<file path="config.mk">
export PLATFORM = sky130hd
export DESIGN_NAME = etwl_ram
export DESIGN_NICKNAME = d
export VERILOG_FILES = /design/src/sv/etwl_ram.sv
export SDC_FILE = /design/constraint.sdc
export NUM_CORES = 1
export LEC_CHECK = 0
export BUFFER_PORTS_ARGS = -buffer_cell sky130_fd_sc_hd__clkbuf_2
export CORE_MARGIN = 1.5
export CORE_UTILIZATION = 25
export CTS_BUF_LIST = sky130_fd_sc_hd__clkbuf_8
export CTS_CLUSTER_DIAMETER = 100
export DETAILED_ROUTE_END_ITERATION = 12
export PLACE_DENSITY_LB_ADDON = 0.15
export SETUP_SLACK_MARGIN = 0.02
export SLEW_MARGIN = 20
export SYNTH_ARGS = -nofsm -noshare
export SYNTH_HDL_FRONTEND = slang
export SYNTH_SLANG_ARGS = --single-unit
</file>
<file path="constraint.sdc">
create_clock -name clk -period 4.4 [get_ports clk]
set_input_delay 0.88 -clock clk [delete_from_list [all_inputs] [get_ports clk]]
set_output_delay 0.88 -clock clk [all_outputs]
set_load 0.05 [all_outputs]
</file>
<file path="src/sv/etwl_ram.sv">
// Generic single write port, single read port RAM with registered read data.
`timescale 1ns / 1ps

module etwl_ram #(
	parameter int unsigned WIDTH = 8,
	parameter int unsigned DEPTH = 128
) (
	input  logic                     clk,
	input  logic                     we,
	input  logic [$clog2(DEPTH)-1:0] waddr,
	input  logic [WIDTH-1:0]         wdata,
	input  logic [$clog2(DEPTH)-1:0] raddr,
	output logic [WIDTH-1:0]         rdata
);

	logic [WIDTH-1:0] mem_q [DEPTH];

	// Write one entry, register the read
	always_ff @(posedge clk) begin
		if (we) begin
			mem_q[waddr] <= wdata;
		end
		rdata <= mem_q[raddr];
	end

endmodule

</file>
# After elaboration in Yosys (flattened, before gate mapping)

Memory sizes are Yosys's and may differ from the RTL's. A register that Yosys moved wholly into a read port is not among the register bits.
Cells that the tools add are included.
W data, S select, Z words.

Muxes and demuxes: 2

Operators with widths:

| cell    | count |
|---|---|
| $mux W1 | 2 |

Bits in writable memories: 1,024
Memories: 1
Output and inout port bits: 8
Logic and storage cells: 3
Input bits: 24
Bits in registers: 0

Memories:

| memory | depth | width | rd ports | clocked after Yosys merged registers in | write ports | RTL line | text |
|---|---|---|---|---|---|---|---|
| mem_q  | 128   | 8     | 1        | 1                                       | 1           | 16       | `logic [WIDTH-1:0] mem_q [DEPTH];` |

# Depth between registers and ports, before layout

Gate-level depths: netlist of run 1.

Word-level depth: 2
Mapped depth: 7
Depth with buffers taken out: 4

# Worst setup path before layout of run 1

OpenSTA, ideal clock, no wires.

Path type: input to register
From: input raddr[0]
To: register rdata[0] (read register of mem_q)
Setup time: 0.121 ns
Path slack: 1.016 ns
Buffers on the path: 2
Data arrival time: 3.263 ns
Stages: 6
Required time: 4.279 ns
Cell sequence: clkbuf_1 buf_1 mux4_2 mux4_2 mux4_2 mux2_2

RTL lines:

| what               | RTL line | text |
|---|---|---|
| start: declaration | 12       | `input logic [$clog2(DEPTH)-1:0] raddr,` |
| end: declaration   | 13       | `output logic [WIDTH-1:0] rdata` |

==> qor.yml, run 1 <==
global_routing:
  antenna_found_initial: 9
  grt_overflow: 0
  grt_max_degree: 100
  grt_first_pass_wirelength_microns: 155300
  track_usage_pct: 13.80
  grt_pass1_vias: 19695
floorplanning:
  fp.dieH_microns: 401.3
  core_sq_mm: 0.1569
  top_level_ports: 32
  num_rows: 145
  initial_core_util_pct: 25.28
  fp.dieW_microns: 401.3
  design.die.area_sq_mm: 0.1611
timing:
  tightestPinTransition_ps: 1025
  fmax_mhz: 343.9
  grt_setup_unrepaired: "false"
  hold_violations: 0
  finClkSkew_ps: 42.07
  fin_crit_ps: 2907
  maxSlewViolCount: 0
  setup_viol: 0
  fin_crit_sh_pct: 66.08
  setup-tns-final_ps: 0
  slew_headroom_pct: 31.41
critical_path:
  start_kind: "input pin"
  crit_arrival_ps: 3690
  cp.required_ps: 5180
  cp_slowest_cell: "mux4_2"
  critical_path.top_delay_family: "multiplexers"
  cp_slowest_stage_delay_ps: 580
  crit_top_cell: "mux4_2"
  crit_buf_inv: 3
  cp-end-kind: "flip-flop"
  crit_type: "input pin to flip-flop"
  path_cells: "buf_8, buf_12, buf_4, mux4_2, mux4_2, mux4_2, mux2_2"
  reg2reg_slack_ps: 1910
  crit_fanout: 19
power:
  p_leak_nw: 14.46
  powerDensity_mw_per_mm2: 429.7
  power_mw: 20.08
  vdd_ir_drop_max_uv: 235.4
place:
  hpwlAfterDp_microns: 69910
  post_dp_cell_area_sq_mm: 0.04338
  place_congestion: 0.7439
  io_buffers: 31
synthesis:
  synth_top_family_by_area: "multiplexers"
  syn_inst: 1635
  synth_mux_area_share_pct: 19.30
  synthAdderAreaFrac_pct: 0
  syn-cell-area_sq_mm: 0.03967
  netlist_top_cells_area: "edfxtp_1 78%, mux4_2 19%, nor2_1 1.2%, clkbuf_1 0.42%, dfxtp_1 0.40%"
  synth_compound_area_share_pct: 0
  synth-xor-area-share_pct: 0
  synth_fp_nets: 1659
  synth_top_area_share_pct: 77.52
  yosysWarnings: 0
  synthSimpleGateAreaFrac_pct: 1.757
  ys_types: 17
  synth-seq-cells: 1032
  syn_avg_cell_area_sq_um: 24.26
  synth_area_leader_cell: "edfxtp_1"
  seq_area_frac_synth_pct: 77.93
routing:
  wl_per_cell_microns: 26.79
  via_per_inst: 4.464
  drc: 0
  dr.pass1.iters: 4
  vias: 18292
  drt_iter0_markers: 1262
  ant_nets: 0
  routed_wirelength_microns: 109800
cts:
  cts-root-buf: "clkbuf_8"
  cts_tree: "done"
  clk_pin_slew_ps: 60
  cts_setup_buffers: 0
  clockBufferDepth: 3
  clkLatencyLatePin_ps: 910
  clkSinkCount: 1032
  cts_buffers: 179
  ctsHoldBuffers: 0
  cts_max_level: 4
  post_cts_resized: 0
final_layout:
  n_fill_cell: 15126
  multi_input_area_sq_mm: 0.008362
  drive_gt1_share_pct: 35.71
  post-route-cell-area_sq_mm: 0.04673
  fin_nets: 1920
  area.sequential_sq_mm: 0.03091
  syn_to_final_growth_pct: 17.80
flow_run:
  cap_violations: 0
status:
  status: "complete, no violations"
min_path:
  hold_path.class: "input pin to flip-flop"
[through the flow]
step	worst slack [ps]	util, %	hold slack (ps)	std cells
floorplan	1016	-	978.9	1635
global placement	551.3	27.62	1143	3769
detailed placement	539.5	27.64	1157	3770
CTS	1516	29.71	434.2	4091
global route	1432	29.77	349.7	4096
finish	1493	29.78	399.2	4098
[kinds of logic after synthesis]
family	Yosys count
multiplexers	344
AND/OR/NAND/NOR	170
buffers and inverters	89
flip-flops	1032
[registers in the layout, indices dropped and copies added (netlist names)]
name	flops
mem_q	1024
rdata	8
[power breakdown]
part	internal (mW)	switching (mW)	leakage (nW)
Sequential	10.9	0.0294	9.27
Clock	4.08	3.95	1.91
Combinational	0.456	0.703	3.28
Total	15.4	4.68	14.5
[synthesized netlist by cell type]
cell type,instances
dfxtp_1,8
nand2b_1,2
edfxtp_1,1024
nand4_1,3
buf_2,15
or3_1,1
nor3_1,9
clkbuf_1,44
nand2_1,14
nand3_1,12
nor2_1,122
buf_1,18
buf_6,1
nor2b_1,7
buf_4,11
mux4_2,336
mux2_2,8
[per-layer routing]
metal	vias up	track usage, %	part of all wire (%)	wire length, microns
met5	-	0	0.020	22
met4	4	4.309	2.3	2497
met3	151	2.924	4.7	5121
met2	473	22.12	48	52670
met1	10064	18.71	45	49490
li1	7600	-	-	-
[area by class of cell]
type | instances | share of cell area, %
multi-input combinational | 514 | 17.89
sequential | 1032 | 66.15
antenna | 4 | 0.02142
tap | 2058 | 5.511
clock inverter | 132 | 1.390
timing repair buffer | 169 | 3.468
clock buffer | 189 | 5.567
[final timing paths]
check                                        startpoint                      to  depth (start not counted)
worst max-delay path                           raddr[0]        rdata[7]$_DFF_P_                          7
worst max register to register   mem_q[24][7]$_DFFE_PP_        rdata[7]$_DFF_P_                          4
worst min-delay path                           wdata[4]  mem_q[83][4]$_DFFE_PP_                          1
worst min register to register  mem_q[124][0]$_DFFE_PP_        rdata[0]$_DFF_P_                          4
[cell usage in the layout (no fill, tap or decap), drive strengths merged, types with 9 or more instances in the layout]
master and instances:
nor2 122, nand2 14, nand3 12, edfxtp 1024, mux4 336, nor3 9
buf 150, clkbuf 208, clkinv 50, inv 76
No activity file was read; power rests on OpenSTA's default activity.
==> inputs of run 2 (changes only) <==
==> constraint.sdc (replaced) <==
create_clock -name clk -period 3 [get_ports clk]
set_input_delay 0.6 -clock clk [delete_from_list [all_inputs] [get_ports clk]]
set_output_delay 0.6 -clock clk [all_outputs]
set_load 0.05 [all_outputs]
==> run 2 against run 1 <==
  * Final area rose by 2.5%
  * Worst setup slack got worse by 1000 ps
  * Clock-buffer cell count fell by 1
==> qor.yml, run 2 (synthesized netlist as in run 1, its figures left out) <==
power:
  power_mw: 30.37  # was 20.08 mW
  vdd_ir_drop_max_uv: 308.1  # was 235.4 uV
  powerDensity_mw_per_mm2: 633.8  # was 429.7 mW/mm^2
  p_leak_nw: 15.10  # was 14.46 nW
critical_path:
  start_kind: "flip-flop"  # was input pin
  crit_start: "mem_q[21][3]$_DFFE_PP_"  # was raddr[0]
  cp_slowest_stage_delay_ps: 600  # was 580 ps
  crit_fanout: 1  # was 19
  crit_type: "flip-flop to flip-flop"  # was input pin to flip-flop
  crit_arrival_ps: 3260  # was 3690 ps
  cp_slowest_cell: "mux4_2"  # unchanged
  reg2reg_depth: 4  # unchanged
  cp-end-kind: "flip-flop"  # unchanged
  path_cells: "mux4_2, mux4_2, mux4_2, mux2_2"  # was buf_8, buf_12, buf_4, mux4_2, mux4_2, mux4_2, mux2_2
  r2r_start: "mem_q[21][3]$_DFFE_PP_"  # was mem_q[24][7]$_DFFE_PP_
  cp.required_ps: 3750  # was 5180 ps
  crit_top_cell: "mux4_2"  # unchanged
  reg2reg_slack_ps: 490  # was 1910 ps
  reg2reg_to: "rdata[3]$_DFF_P_"  # was rdata[7]$_DFF_P_
final_layout:
  largest_register: "mem_q"  # unchanged
  layout_top_registers: "mem_q: 1024 flops, rdata: 8 flops"  # unchanged
  drive_gt1_share_pct: 39.81  # was 35.71%
  final_common_cell: "edfxtp_1"  # unchanged
  layout_common_cells: "1024 x edfxtp_1, 336 x mux4_2, 207 x buf_4, 188 x clkbuf_8, 122 x nor2_1"  # was 1024 x edfxtp_1, 336 x mux4_2, 189 x clkbuf_8, 119 x nor2_1, 119 x buf_4
  largest_reg_flops: 1024  # unchanged
  syn_to_final_growth_pct: 20.80  # was 17.80%
  fin_nets: 2023  # was 1920
place:
  io_buffers: 31  # unchanged
  place_congestion: 0.7486  # was 0.7439
  hpwlAfterDp_microns: 70090  # was 69910 microns
timing:
  setup-tns-final_ps: 0  # unchanged
  fin_crit_ps: 2508
  setup_viol: 0  # unchanged
  slew_headroom_pct: 49.59  # was 31.41%
  fmax_mhz: 398.8
  tightestPinTransition_ps: 756.2  # was 1025 ps
  grt_setup_unrepaired: "false"  # unchanged
  maxSlewViolCount: 0  # unchanged
  worst_hold_slack_ps: 214.1  # was 399.2 ps
  fin_crit_sh_pct: 83.58
  hold_violations: 0  # unchanged
  finClkSkew_ps: 33.31  # was 42.07 ps
global_routing:
  grt_overflow: 0  # unchanged
  busiest_layer: "met2"  # unchanged
  grt_max_degree: 129  # was 100
  met1_usage_pct: 18.49  # was 18.71%
  grt_pass1_vias: 19792  # was 19695
  track_usage_pct: 13.65  # was 13.80%
  antenna_found_initial: 19  # was 9
  gr-usage-met3_pct: 3.545  # was 2.924%
  use_met2_pct: 21.01  # was 22.12%
  grt_first_pass_wirelength_microns: 153800  # was 155300 microns
floorplanning:
  fp.dieH_microns: 401.3  # unchanged
  fp.dieW_microns: 401.3  # unchanged
  design.die.area_sq_mm: 0.1611  # unchanged
  core_sq_mm: 0.1569  # unchanged
  num_rows: 145  # unchanged
  top_level_ports: 32  # unchanged
  initial_core_util_pct: 25.28  # unchanged
min_path:
  min-delay-start: "wdata[1]"  # was wdata[4]
  whs_path_depth: 1  # unchanged
  hold_path.class: "input pin to flip-flop"  # unchanged
  hold_end: "mem_q[119][1]$_DFFE_PP_"  # was mem_q[83][4]$_DFFE_PP_
cts:
  clkLatencyLatePin_ps: 880  # was 910 ps
  ctsHoldBuffers: 0  # unchanged
  cts_buffers: 179  # unchanged
  cts_tree: "done"  # unchanged
  cts-root-buf: "clkbuf_8"  # unchanged
  post_cts_resized: 0  # unchanged
  cts_setup_buffers: 0  # unchanged
  clkSinkCount: 1032  # unchanged
  clk_pin_slew_ps: 60  # about the same
  clockBufferDepth: 3  # unchanged
  cts_max_level: 4  # unchanged
status:
  status: "complete, no violations"  # unchanged
routing:
  drc: 0  # unchanged
  routed_wirelength_microns: 109600  # was 109800 microns
  dr.pass1.iters: 6  # was 4
  wl_per_cell_microns: 26.04  # was 26.79 microns
  ant_nets: 0  # unchanged
  via_per_inst: 4.400  # was 4.464
  vias: 18514  # was 18292
  drt_iter0_markers: 1693  # was 1262
flow_run:
  cap_violations: 0  # unchanged
[run 2: worst max path at each step]
| stage | cells after the start | slack (ps) | to |
|---|---|---|---|
| 2_1_floorplan | 7 | 20 | rdata[0]$_DFF_P_ |
| 3_3_place_gp | 7 | -410 | rdata[6]$_DFF_P_ |
| 3_5_place_dp | 7 | -400 | rdata[7]$_DFF_P_ |
| 4_1_cts | 4 | 460 | rdata[3]$_DFF_P_ |
| 5_1_grt | 4 | 460 | rdata[3]$_DFF_P_ |
| 6_report | 4 | 490 | rdata[3]$_DFF_P_ |
[run 2: cell type report]
class | count | area, sq um
fillers | 15018 | 109000
diodes | 5 | 12.51
multi-input cells | 514 | 8354
well taps | 2058 | 2575
flip-flops and latches | 1032 | 30910
clock buffers | 188 | 2587
repair buffers | 272 | 2560
clock inverters | 139 | 917.1
[run 2: power by group]
group          internal [mW]  switching (mW)  leakage [nW]  total, mW
logic                  0.719            1.08          3.89       1.80
clock network           6.77            5.84          1.94       12.6
registers               15.9          0.0431          9.27       16.0
total                   23.4            6.96          15.1       30.4
[run 2: metal layers]
| layer | vias up | wire length [microns] | share of wire (%) |
|---|---|---|---|
| met4 | 10 | 3282 | 3.0 |
| met3 | 180 | 5946 | 5.4 |
| li1 | 7817 | - | - |
| met5 | - | 52 | 0.047 |
| met1 | 10056 | 49510 | 45 |
| met2 | 451 | 50790 | 46 |
[run 2: critical path: cells and delay by family, from the launching register on]
| family | cells | cell delay, ps |
|---|---|---|
| muxes | 4 | 2010 |
| DFF | 1 | 370 |
[run 2: through the flow]
stage	instances	worst slack, ps	area, sq um	utilization (%)
after floorplan	1635	24.54	39680	-
final	4208	492.5	47920	30.53
after global routing	4205	459.9	47910	30.53
after detailed placement	3876	-399.1	44400	28.29
after global placement	3876	-407.1	44400	28.29
after CTS	4203	462.7	47900	30.53
==> inputs of run 3 (changes only) <==
--- a/config.mk
+++ b/config.mk
@@ -5,6 +5,7 @@
 export SDC_FILE = /design/constraint.sdc
 export NUM_CORES = 1
 export LEC_CHECK = 0
+export ABC_AREA = 1
 export BUFFER_PORTS_ARGS = -buffer_cell sky130_fd_sc_hd__clkbuf_2
 export CORE_MARGIN = 1.5
 export CORE_UTILIZATION = 25
==> constraint.sdc (replaced) <==
create_clock -name clk -period 2 [get_ports clk]
set_input_delay 0.4 -clock clk [delete_from_list [all_inputs] [get_ports clk]]
set_output_delay 0.4 -clock clk [all_outputs]
set_load 0.05 [all_outputs]
==> run 3 against run 2 <==
  * Sequential cell count stayed put
  * Largest cell class unchanged
  * Sequential power grew 49%
  * Final cell count rose by 50%
  * Critical path depth down 3
  * Via count increased by 52%
  * Clock-buffer cell count decreased by 4
  * Power increased by 50%
  * Largest power group unchanged
==> qor.yml, run 3 <==
timing:
  maxSlewViolCount: 0  # unchanged
  grt_setup_unrepaired: "false"  # unchanged
  slew_headroom_pct: 66.59  # was 49.59%
  hold_violations: 0  # unchanged
  worst_hold_slack_ps: 207.0  # was 214.1 ps
  tightestPinTransition_ps: 500.6  # was 756.2 ps
  setup_viol: 0  # unchanged
  fin_crit_ps: 1880
  fin_crit_sh_pct: 93.98
  fmax_mhz: 532.0
  finClkSkew_ps: 19.98  # was 33.31 ps
critical_path:
  cp.required_ps: 1600  # was 3750 ps
  path_cells: "clkbuf_16"  # was mux4_2, mux4_2, mux4_2, mux2_2
  cp-end-kind: "output pin"  # was flip-flop
  crit_arrival_ps: 1480  # was 3260 ps
  crit_type: "flip-flop to output pin"  # was flip-flop to flip-flop
  start_kind: "flip-flop"  # unchanged
  crit_buf_inv: 1  # was 0
  critical_path.top_delay_family: "flip-flops"  # was multiplexers
  cp_slowest_cell: "dfxtp_2"  # was mux4_2
  cp_slowest_stage_delay_ps: 410  # was 600 ps
  reg2reg_slack_ps: 380  # was 490 ps
  crit_fanout: 1  # unchanged
floorplanning:
  design.die.area_sq_mm: 0.1709  # was 0.1611 sq mm
  fp.dieH_microns: 413.4  # was 401.3 microns
  core_sq_mm: 0.1672  # was 0.1569 sq mm
  fp.dieW_microns: 413.4  # was 401.3 microns
  top_level_ports: 32  # unchanged
  initial_core_util_pct: 25.18  # was 25.28%
  num_rows: 150  # was 145
synthesis:
  synth_fp_nets: 3599  # was 1659
  ys_types: 14  # was 17
  yosysMostFrequentCell: "nand2_1"  # was edfxtp_1
  syn_inst: 3575  # was 1635
  synthAdderAreaFrac_pct: 0  # unchanged
  async_flop_share_pct: 0  # unchanged
  yosysWarnings: 0  # unchanged
  synth_mux_area_share_pct: 0  # was 19.30%
  synth_edf_count: 1024  # unchanged
  synth_top_family_by_area: "simple AND/OR/NAND/NOR gates"  # was multiplexers
  syn-cell-area_sq_mm: 0.04210  # was 0.03967 sq mm
  synth_commonest_cells: "1215 x nand2_1, 1024 x edfxtp_1, 931 x nand3_1"  # was 1024 x edfxtp_1, 336 x mux4_2, 122 x nor2_1
  synth_top_area_share_pct: 73.03  # was 77.52%
  syn_avg_cell_area_sq_um: 11.78  # was 24.26 sq um
  netlist_top_cells_area: "edfxtp_1 73%, nand3_1 11%, nand2_1 11%, buf_2 1.4%, nor2_1 1.2%"  # was edfxtp_1 78%, mux4_2 19%, nor2_1 1.2%, clkbuf_1 0.42%, dfxtp_1 0.40%
  synth-seq-cells: 1032  # unchanged
  ys.flop_type: "edfxtp_1"  # unchanged
  synth_compound_area_share_pct: 0  # unchanged
  seq_area_frac_synth_pct: 73.41  # was 77.93%
  synth_area_leader_cell: "edfxtp_1"  # unchanged
  synthSimpleGateAreaFrac_pct: 23.19  # was 1.757%
  synth-xor-area-share_pct: 0  # unchanged
global_routing:
  grt_first_pass_wirelength_microns: 200000  # was 153800 microns
  grt_pass1_vias: 28479  # was 19792
  antenna_found_initial: 4  # was 19
  grt_max_degree: 55  # was 129
  track_usage_pct: 16.11  # was 13.65%
  grt_overflow: 0  # unchanged
min_path:
  hold_path.class: "input pin to flip-flop"  # unchanged
routing:
  drt_iter0_markers: 1881  # was 1693
  wl_per_cell_microns: 21.77  # was 26.04 microns
  ant_nets: 0  # unchanged
  via_per_inst: 4.480  # was 4.400
  drc: 0  # unchanged
  vias: 28201  # was 18514
  dr.pass1.iters: 7  # was 6
  routed_wirelength_microns: 137100  # was 109600 microns
cts:
  cts-root-buf: "clkbuf_8"  # unchanged
  cts_tree: "done"  # unchanged
  cts_max_level: 4  # unchanged
  clkLatencyLatePin_ps: 880  # about the same
  clockBufferDepth: 3  # unchanged
  clkSinkCount: 1032  # unchanged
  clk_pin_slew_ps: 60  # about the same
  cts_buffers: 179  # unchanged
status:
  status: "complete, no violations"  # unchanged
power:
  swShare_pct: 25.11  # was 22.90%
  power_mw: 45.45  # was 30.37 mW
  vdd_ir_drop_max_uv: 611.9  # was 308.1 uV
  p_clk_share_pct: 39.4  # was 41.5%
  p_leak_nw: 18.60  # was 15.10 nW
  internal-power_mw: 34.04  # was 23.42 mW
  p_comb_share_pct: 7.9  # was 5.9%
  seqPwrFrac_pct: 52.7  # was 52.6%
  powerDensity_mw_per_mm2: 888.0  # was 633.8 mW/mm^2
  p_sw_mw: 11.41  # was 6.955 mW
place:
  place_congestion: 0.7847  # was 0.7486
  io_buffers: 31  # unchanged
  hpwlAfterDp_microns: 86340  # was 70090 microns
final_layout:
  syn_to_final_growth_pct: 21.57  # was 20.80%
  layout_top_registers: "mem_q: 1024 flops, rdata: 8 flops"  # unchanged
  largest_reg_flops: 1024  # unchanged
  fin_nets: 3971  # was 2023
  n_fill_cell: 17107  # was 15018
  final_common_cell: "nand2_1"  # was edfxtp_1
  largest_register: "mem_q"  # unchanged
  drive_gt1_share_pct: 15.55  # was 39.81%
  finish.utilization_pct: 30.61  # was 30.53%
  layout_common_cells: "1215 x nand2_1, 1024 x edfxtp_1, 931 x nand3_1, 295 x buf_4, 191 x clkbuf_8"  # was 1024 x edfxtp_1, 336 x mux4_2, 207 x buf_4, 188 x clkbuf_8, 122 x nor2_1
flow_run:
  cap_violations: 0  # unchanged
-- run 3: what timing repair did --
item / CTS / global route
endpoints found under the hold margin: 215 / 0
endpoints found under the setup margin: 8 / 0
hold buffers: 9 / 0
gates resized for setup: 25 / 0
setup buffers: 0 / 0
-- run 3: stage by stage --
step / instances / worst slack [ps] / area [sq um] / TNS, ps
after floorplan: 3575 / 244.2 / 42100 / 0
after global placement: 5961 / -422.6 / 47770 / -6867
after detailed placement: 5961 / -413.0 / 47770 / -8147
after CTS: 6294 / 22.76 / 51180 / 0
after global routing: 6295 / 49.20 / 51190 / 0
final: 6295 / 120.4 / 51190 / 0
-- run 3: area by class of cell --
| class | count | area [sq um] | share of cell area, % |
|---|---|---|---|
| flip-flops and latches | 1032 | 30920 | 60.41 |
| multi-input cells | 2288 | 9763 | 19.07 |
| repair buffers | 422 | 4383 | 8.563 |
| well taps | 2204 | 2758 | 5.387 |
| clock buffers | 184 | 2532 | 4.947 |
| clock inverters | 140 | 699.4 | 1.366 |
| inverters | 24 | 126.4 | 0.2469 |
| diodes | 1 | 2.502 | 0.004889 |
-- run 3: worst reg2reg max path, delay by kind of cell (launching register included) --
family | cells | cell delay (ps)
AND/OR/NAND/NOR | 10 | 1160
flip-flops | 1 | 370
-- run 3: cell families after synthesis --
group | Yosys count
DFF | 1032
buffers and inverters | 255
and+or+nand+nor | 2288
-- run 3: path summary, 6_finish.rpt --
kind,start,endpoint,cells past startpoint
worst max-delay path,rdata[3]$_DFF_P_,rdata[3],1
worst min-delay path,raddr[5],rdata[7]$_DFF_P_,6
worst max register to register,mem_q[91][5]$_DFFE_PP_,rdata[5]$_DFF_P_,10
worst min register to register,mem_q[42][7]$_DFFE_PP_,rdata[7]$_DFF_P_,10
-- run 3: power by group through the flow --
stage	Sequential (mW)	Combinational, mW	Clock [mW]
global route	23.9	3.92	19.4
floorplan	24.4	1.57	0
finish	23.9	3.61	17.9
global placement	24.4	3.63	0
detailed placement	24.4	3.61	0
CTS	23.9	3.68	18.6
-- run 3: metal layers --
metal	wire [microns]	GRT usage, %	vias up
li1	-	-	13376
met1	63940	21.98	13985
met2	63100	25.67	613
met3	5804	2.761	225
met4	4203	5.716	2
met5	13	0	-
